### src/nsc_pkg.sv
// nsc_pkg: shared types, character constants and the proprietary name table
// for the NMEA sentence checker. No dependencies.
package nsc_pkg;

	localparam int STATUS_W = 4;
	localparam int FIELD_W  = 6;
	localparam int BYTE_W   = 8;

	localparam int DEFAULT_BUFFER_DEPTH = 128;
	localparam int DEFAULT_MAX_FIELDS   = 40;

	localparam int NAME_LEN   = 7;
	localparam int NAME_COUNT = 6;
	localparam int TAIL_LEN   = 5;
	localparam int MIN_SENTENCE_LEN = 6;

	localparam logic [BYTE_W-1:0] CHAR_DOLLAR = 8'h24;
	localparam logic [BYTE_W-1:0] CHAR_LF     = 8'h0A;
	localparam logic [BYTE_W-1:0] CHAR_STAR   = 8'h2A;
	localparam logic [BYTE_W-1:0] CHAR_COMMA  = 8'h2C;

	localparam logic [STATUS_W-1:0] STATUS_NONE    = 4'd0;
	localparam logic [STATUS_W-1:0] STATUS_ERROR   = 4'd1;
	localparam logic [STATUS_W-1:0] STATUS_RZA     = 4'd2;
	localparam logic [STATUS_W-1:0] STATUS_UNKNOWN = 4'd8;

	// Row order gives match priority and status code (STATUS_RZA + row).
	localparam logic [BYTE_W-1:0] NAME_TABLE [NAME_COUNT][NAME_LEN] = '{
		'{"P", "N", "V", "G", "R", "Z", "A"},
		'{"P", "N", "V", "G", "R", "Z", "B"},
		'{"P", "N", "V", "G", "V", "E", "R"},
		'{"P", "N", "V", "G", "N", "M", "E"},
		'{"P", "N", "V", "G", "R", "T", "K"},
		'{"P", "N", "V", "G", "C", "F", "G"}
	};

	typedef struct packed {
		logic [STATUS_W-1:0] status;
		logic [FIELD_W-1:0]  field_count;
	} result_t;

	// Uppercase ASCII hex digit for a nibble.
	function automatic logic [BYTE_W-1:0] hex_char(input logic [3:0] nib);
		logic [BYTE_W-1:0] base;
		base = (nib < 4'd10) ? 8'h30 : 8'h37;
		return base + {4'd0, nib};
	endfunction

endpackage

### src/nsc_sentence.sv
// nsc_sentence: per-sentence running state (position, XOR, tail history,
// name match, comma count) and the result for one byte. Uses nsc_pkg.
module nsc_sentence #(
	parameter int BUFFER_DEPTH = nsc_pkg::DEFAULT_BUFFER_DEPTH,
	parameter int MAX_FIELDS   = nsc_pkg::DEFAULT_MAX_FIELDS
) (
	input  logic                        clk,
	input  logic                        arst_n,
	input  logic                        step,
	input  logic [nsc_pkg::BYTE_W-1:0]  rx_byte,
	output nsc_pkg::result_t            result
);

	localparam int PosW = $clog2(BUFFER_DEPTH + 1);

	logic                           in_sentence_q, ins_d;
	logic [PosW-1:0]                pos_q, pos_d;
	logic [nsc_pkg::BYTE_W-1:0]     xor_q, xor_d;
	logic [nsc_pkg::BYTE_W-1:0]     hist_q [nsc_pkg::TAIL_LEN];
	logic [nsc_pkg::BYTE_W-1:0]     hist_d [nsc_pkg::TAIL_LEN];
	logic [nsc_pkg::NAME_COUNT-1:0] flags_q, flags_d;
	logic [nsc_pkg::FIELD_W-1:0]    cc_q, cc_d;
	logic                           star_q, star_d;

	logic [2:0]                     name_idx;
	logic [nsc_pkg::FIELD_W:0]      fields_sum;
	logic [nsc_pkg::FIELD_W-1:0]    fields;
	logic                           sum_ok;

	always_comb begin
		ins_d   = in_sentence_q;
		pos_d   = pos_q;
		xor_d   = xor_q;
		hist_d  = hist_q;
		flags_d = flags_q;
		cc_d    = cc_q;
		star_d  = star_q;
		result.status      = nsc_pkg::STATUS_NONE;
		result.field_count = '0;

		// '$' restarts, even mid-sentence
		if (rx_byte == nsc_pkg::CHAR_DOLLAR) begin
			ins_d   = 1'b1;
			pos_d   = '0;
			xor_d   = '0;
			hist_d  = '{default: '0};
			flags_d = '1;
			cc_d    = '0;
			star_d  = 1'b0;
		end

		name_idx = 3'(pos_d - PosW'(1));

		if (ins_d) begin
			if (pos_d != '0) begin
				if (pos_d <= PosW'(nsc_pkg::NAME_LEN)) begin
					for (int n = 0; n < nsc_pkg::NAME_COUNT; n++) begin
						if (nsc_pkg::NAME_TABLE[n][name_idx] != rx_byte)
							flags_d[n] = 1'b0;
					end
				end
				if (!star_d) begin
					if (rx_byte == nsc_pkg::CHAR_COMMA && cc_d != '1)
						cc_d = cc_d + 1'b1;
					else if (rx_byte == nsc_pkg::CHAR_STAR)
						star_d = 1'b1;
				end
				// byte leaving the five-byte tail joins the checksum
				xor_d = xor_d ^ hist_d[nsc_pkg::TAIL_LEN-1];
				for (int i = nsc_pkg::TAIL_LEN - 1; i > 0; i--)
					hist_d[i] = hist_d[i-1];
				hist_d[0] = rx_byte;
			end
			pos_d = pos_d + PosW'(1);
		end

		fields_sum = {1'b0, cc_d} + 7'd1;
		fields     = fields_sum[nsc_pkg::FIELD_W] ? '1 : fields_sum[nsc_pkg::FIELD_W-1:0];
		// tail is *HH\r\n: hist[3] high digit, hist[2] low digit
		sum_ok = (pos_d >= PosW'(nsc_pkg::MIN_SENTENCE_LEN)) &&
			(hist_d[3] == nsc_pkg::hex_char(xor_d[7:4])) &&
			(hist_d[2] == nsc_pkg::hex_char(xor_d[3:0]));

		if (ins_d) begin
			if (pos_d == PosW'(BUFFER_DEPTH)) begin
				ins_d = 1'b0;
				result.status      = nsc_pkg::STATUS_ERROR;
				result.field_count = fields;
			end else if (rx_byte == nsc_pkg::CHAR_LF) begin
				ins_d = 1'b0;
				result.field_count = fields;
				if (!sum_ok || fields >= nsc_pkg::FIELD_W'(MAX_FIELDS)) begin
					result.status = nsc_pkg::STATUS_ERROR;
				end else begin
					result.status = nsc_pkg::STATUS_UNKNOWN;
					for (int n = nsc_pkg::NAME_COUNT - 1; n >= 0; n--) begin
						if (flags_d[n])
							result.status = nsc_pkg::STATUS_RZA + nsc_pkg::STATUS_W'(n);
					end
				end
			end
		end
	end

	always_ff @(posedge clk or negedge arst_n) begin
		if (!arst_n) begin
			in_sentence_q <= 1'b0;
			pos_q         <= '0;
			xor_q         <= '0;
			hist_q        <= '{default: '0};
			flags_q       <= '1;
			cc_q          <= '0;
			star_q        <= 1'b0;
		end else if (step) begin
			in_sentence_q <= ins_d;
			pos_q         <= pos_d;
			xor_q         <= xor_d;
			hist_q        <= hist_d;
			flags_q       <= flags_d;
			cc_q          <= cc_d;
			star_q        <= star_d;
		end
	end

endmodule

### config.mk
export PLATFORM = sky130hd
export DESIGN_NAME = nsc_sentence
export DESIGN_NICKNAME = d
export VERILOG_FILES = /design/src/nsc_pkg.sv /design/src/nsc_sentence.sv
export SDC_FILE = /design/constraint.sdc
export NUM_CORES = 1
export LEC_CHECK = 0
export ABC_AREA = 1
export BUFFER_PORTS_ARGS = -buffer_cell sky130_fd_sc_hd__buf_2
export CORE_MARGIN = 5
export CORE_UTILIZATION = 60
export DETAILED_ROUTE_END_ITERATION = 7
export GPL_ROUTABILITY_DRIVEN = 0
export PLACE_DENSITY = 0.76
export SYNTH_ARGS = -nofsm -noshare
export SYNTH_HDL_FRONTEND = slang
export SYNTH_SLANG_ARGS = --single-unit
### constraint.sdc
create_clock -name clk -period 10.9 [get_ports clk]
set_clock_uncertainty 0.2 [all_clocks]
set_input_delay 2.725 -clock clk [delete_from_list [all_inputs] [get_ports clk]]
set_output_delay 2.725 -clock clk [all_outputs]
set_load 0.02 [all_outputs]
# Word-level counts from Yosys, hierarchy flattened
# Memory sizes are Yosys's and may differ from the RTL's.
# Index checks and enable logic that the tools add are counted.
dict set report word_totals {
  memories 6
  reg_bits 70
  wordCells 109
  inputBits 11
  romBits 384
}
# memory words width rd rd_ports_with_merged_regs write_ports line
set mem_list {}
lappend mem_list {{(name not given)} 8 8 1 0 0 nsc_sentence.sv:58} ;# if (nsc_pkg::NAME_TABLE[n][name_idx] != rx_byte)
lappend mem_list {{(name not given)} 8 8 1 0 0 nsc_sentence.sv:58}
lappend mem_list {{(name not given)} 8 8 1 0 0 nsc_sentence.sv:58}
lappend mem_list {{(name not given)} 8 8 1 0 0 nsc_sentence.sv:58}
lappend mem_list {{(name not given)} 8 8 1 0 0 nsc_sentence.sv:58}
lappend mem_list {{(name not given)} 8 8 1 0 0 nsc_sentence.sv:58}
dict set report op_classes {
  add_sub_neg 6
  mux 58
  n_eq_ne 14
  magnitude_cmp 6
  n_bitwise 2
  n_reduce_logical 6
}
# operator n
set ops {}
lappend ops {{8-bit 2-to-1 mux} 17}
lappend ops {{40-bit 2-to-1 mux} 3}
lappend ops {{6-bit 2-to-1 mux} 10}
lappend ops {{8-bit inequality test} 6}
lappend ops {{10-bit 2-to-1 mux} 3}
lappend ops {{4-bit 2-to-1 mux} 7}
lappend ops {{8-bit by 6-bit equality test with 1-bit output (second input constant)} 3}
lappend ops {{8-bit by 7-bit equality test with 1-bit output} 2}
lappend ops {{1-bit 2-to-1 mux} 16}
lappend ops {{6-bit by 4-bit adder with 7-bit output} 2}
lappend ops {{8-bit by 1-bit adder with 8-bit output (second input constant)} 1}
lappend ops {{8-bit by 4-bit equality test with 1-bit output (second input constant)} 1}
lappend ops {{8-bit equality test (second input constant)} 1}
lappend ops {{8-bit by 3-bit >= comparator with 1-bit output (second input constant)} 1}
lappend ops {{8-bit by 3-bit <= comparator with 1-bit output (second input constant)} 1}
lappend ops {{4-bit less-than comparator (second input constant)} 2}
lappend ops {{8-bit nonzero test} 1}
lappend ops {{8-bit bitwise XOR} 1}
lappend ops {{6-bit by 1-bit adder with 7-bit output (second input constant)} 1}
lappend ops {{6-bit by 1-bit adder with 6-bit output (second input constant)} 1}
lappend ops {{6-bit >= comparator (second input constant)} 1}
lappend ops {{3-bit 2-to-1 mux} 2}
lappend ops {{6-bit inequality test (second input constant)} 1}
lappend ops {{4-bit >= comparator (second input constant)} 1}
lappend ops {{5 further kinds} 7}

# Logic depth before layout (Yosys ltp)
dict set report depth {
  depth_word 22
  mapped_depth 34
  ltp_nobuf 30
}

# Worst setup path after synthesis
# Ideal clock, no wire load.
dict set report synth_path {
  path_kind {input to output}
  start {input rx_byte[1] (netlist bit)}
  end {output result[8] (netlist bit)}
  arrival_ns 6.970
  slack_ns 1.005
  cell_stages 32
  cell_sequence {buf_2 inv_2 nand2_2 nor2_4 nand2_8 buf_6 nand2_1 ha_1 nand2_4 nor2_4 nor2_4 buf_6 buf_6 clkbuf_1 nand3_1 and2_1 inv_1 a21oi_1 ha_1 inv_1 fa_1 xnor2_1 nor2_1 nor2_1 nand3_1 nor2_1 nand2_1 nor2_1 nand2_1 nor2_1 nand2_1 nor3_1}
}
# element line
set synth_rtl {}
lappend synth_rtl {{start: declaration} nsc_sentence.sv:10} ;# input logic [nsc_pkg::BYTE_W-1:0] rx_byte,
lappend synth_rtl {{end: declaration} nsc_sentence.sv:11} ;# output nsc_pkg::result_t result

==> reports/results.ini <==
[run_status]
status=completed

[die]
die-width_um=106
io_pins=21
die_h_um=106
dieArea_sq_um=11200
rows=35
core_sq_um=9110
start_util_pct=60.4

[setup_path]
crit_top_cell=nand2_1
cp_slowest_cell=fa_1
cp_top_family=simple AND/OR/NAND/NOR gates
reg2reg_to=hist_q[26]$_DFFE_PN0P_
max_stage_delay_ns=0.39
r2r-start=pos_q[0]$_DFFE_PN0P_
crit_path_start_kind=primary input
r2r_cells=8
cp_data_required_time_ns=7.98
crit_type=in2out
worstSetupEndpointType=primary output
cp_max_fo=44
regToRegSetupSlack_ns=8.04
worstPathArrival_ns=7.23
path_buf_inv=5

[cells_and_area]
regArea_sq_um=1760
synthToLayoutAreaGrowth_pct=5.75
diodes=0
nNetsFinal=870
drive_gt1_share_pct=11.2
n_fill_cell=852
multiInputGateArea_sq_um=3220

[hold_path]
hold_path.class=reg2reg
holdPathEnd=flags_q[5]$_DFFE_PN1P_
min_from=flags_q[5]$_DFFE_PN1P_
hold_depth=2

[cts]
clkTransAtPathRegs_ns=0.08
cts_inserted_buffers=9
cts-resized-gates=0
clock-root-buffer=clkbuf_8
hold_buffers=0
cts_tree=yes
h-tree-depth=3
clock_latency_ns=0.36
cts_num_sinks=70
post_cts_buffers=0
clockBufferDepth=2

[logic_synthesis]
synth_flop_cell=dfrtp_1
ys_types=40
synth_cells=843
ys.warnings.count=0
synth_fp_nets=870
synth_edf_count=0
seq_area_frac_synth_pct=32.0
synth.cell_area_sq_um=5500
synth_area_per_cell_sq_um=6.53
ys_ff_latch=70
synthArstFlopShare_pct=100

[drt]
drc=0
routed_via_density=5.72
drt-pass1-iter-count=5
finalWirelength_mm=13.9
wl_per_cell_um=14.5
vias=5487
initialDrtViolationCount=323
final_antenna_net_count=0

[pwr]
power.density_nw_per_um2=221
power_mw=1.29
p_leak_nw=2.95
max-vdd-ir-drop_mv=0.116

[run]
maxCapViolCount=0

[sta]
tightest_slew_ns=0.911
slew-limit-headroom_pct=39.3
tns_ns=0
rsz0062_at_grt=no
min_period_over_period_pct=93.1
final-setup-viol-count=0
fmax_mhz=98.5
finalHoldViolations=0
maxSlewViolCount=0
fin_crit_ns=10.15

[grt]
antenna_found_initial=0
grt_pass1_vias=5163
grt_pass1_wl_mm=23.5
grt-ovfl-total=0
grt_max_degree=88
grt_usage_pct=25.6

[placed_design]
hpwlAfterDp_mm=9.81
port_buffers=20

## cell usage after synthesis, types with 3 or more instances
master	instances	area, sq um
nand2_1	288	1080
inv_1	77	289
o21ai_0	75	375
nand3_1	65	325
dfrtp_1	64	1600
nor2_1	62	233
a21oi_1	33	165
clkbuf_1	22	82.6
ha_1	14	175
o21ai_1	14	70.1
inv_2	12	45.0
xor2_1	11	96.3
nand2_2	9	56.3
buf_2	7	35.0
nand4_1	7	43.8
o21ai_2	7	61.3
o22ai_1	7	43.8
dfstp_2	6	158
nand3b_1	6	45.0
a22o_1	5	43.8
nor2_4	5	56.3
nor3_1	5	25.0
xnor2_1	5	43.8
a31oi_1	4	25.0
buf_6	4	45.0
nand2_4	4	45.0
buf_4	3	22.5
nand3_2	3	30.0
nor2_2	3	18.8
nor4_1	3	18.8
## sequential cells by signal, summed over array words and instances (netlist names)
| name | cells |
|---|---|
| star_q | 1 |
| xor_q | 8 |
| hist_q | 40 |
| in_sentence_q | 1 |
| pos_q | 8 |
| flags_q | 6 |
| cc_q | 6 |
## metal layers
| metal | vias to the layer above | routed length, um | global-route usage, % |
|---|---|---|---|
| met5 | - | 0 | 0 |
| met4 | 0 | 445 | 10.3 |
| met3 | 37 | 708 | 3.49 |
| met2 | 178 | 6540 | 43.4 |
| met1 | 2563 | 6190 | 33.0 |
| li1 | 2709 | - | - |
## logic make-up after synthesis
logic type	Yosys count	share of synthesized area, %
DFF	70	32.0
adders and majority gates	16	3.91
AOI/OAI and AO/OA	149	15.0
xor gates and xnor gates	16	2.55
buffers and inverters	126	9.50
and+or+nand+nor	466	37.1
## worst max-delay path by stage
stage                           from   endpoint  slack (ns)  cells after the start
after floorplan           rx_byte[1]  result[8]        1.01                     32
after global placement    rx_byte[0]  result[9]        1.01                     31
after detailed placement  rx_byte[0]  result[9]        0.83                     30
after CTS                 rx_byte[0]  result[9]        0.79                     30
after global routing      rx_byte[0]  result[9]        0.21                     30
final                     rx_byte[0]  result[9]        0.75                     30
## layout by cell type (no fill, tap or decap), drive strengths merged, types with 3 or more instances in the layout
cell type / n
inv: 90
buf: 26
nand3: 69
o21ai: 96
nor3: 5
o22ai: 7
dfrtp: 64
nor4: 3
ha: 14
xnor2: 5
a31oi: 4
nor2: 70
a22o: 5
nand2: 302
dfstp: 6
xor2: 11
nand4: 7
clkbuf: 9
nand3b: 6
a21oi: 34
## layout make-up
| cell class | count | area share, % |
|---|---|---|
| tap | 111 | 2.39 |
| multi-input combinational | 647 | 55.3 |
| inverter | 89 | 5.74 |
| clock inverter | 7 | 1.68 |
| timing repair buffer | 26 | 2.49 |
| clock buffer | 9 | 2.13 |
| sequential | 70 | 30.2 |
## metrics by stage
step | cell area (sq um) | utilization (%) | hold WS, ns | instances | setup slack (ns)
finish | 5820 | 63.9 | 0.270 | 959 | 0.748
global route | 5820 | 63.9 | 0.300 | 959 | 0.208
floorplan | 5500 | - | 0.248 | 843 | 1.01
detailed placement | 5600 | 61.5 | 0.261 | 943 | 0.833
global placement | 5600 | 61.5 | 0.260 | 943 | 1.01
CTS | 5820 | 63.9 | 0.275 | 959 | 0.787
## worst register-to-register path, delay by kind of cell (launching register included)
family | cells | cell delay [ns]
adders and majority gates | 1 | 0.32
and+or+nand+nor | 3 | 0.46
DFF | 1 | 0.44
AOI/OAI and AO/OA | 3 | 0.90
buffers and inverters | 1 | 0.40
## power by group
group | switching, mW | total, mW | internal [mW] | leakage [nW]
clock | 0.110 | 0.239 | 0.130 | 0.106
combinational | 0.434 | 0.661 | 0.227 | 1.97
sequential | 0.0506 | 0.387 | 0.337 | 0.872
(Power assumes the default switching activity.)
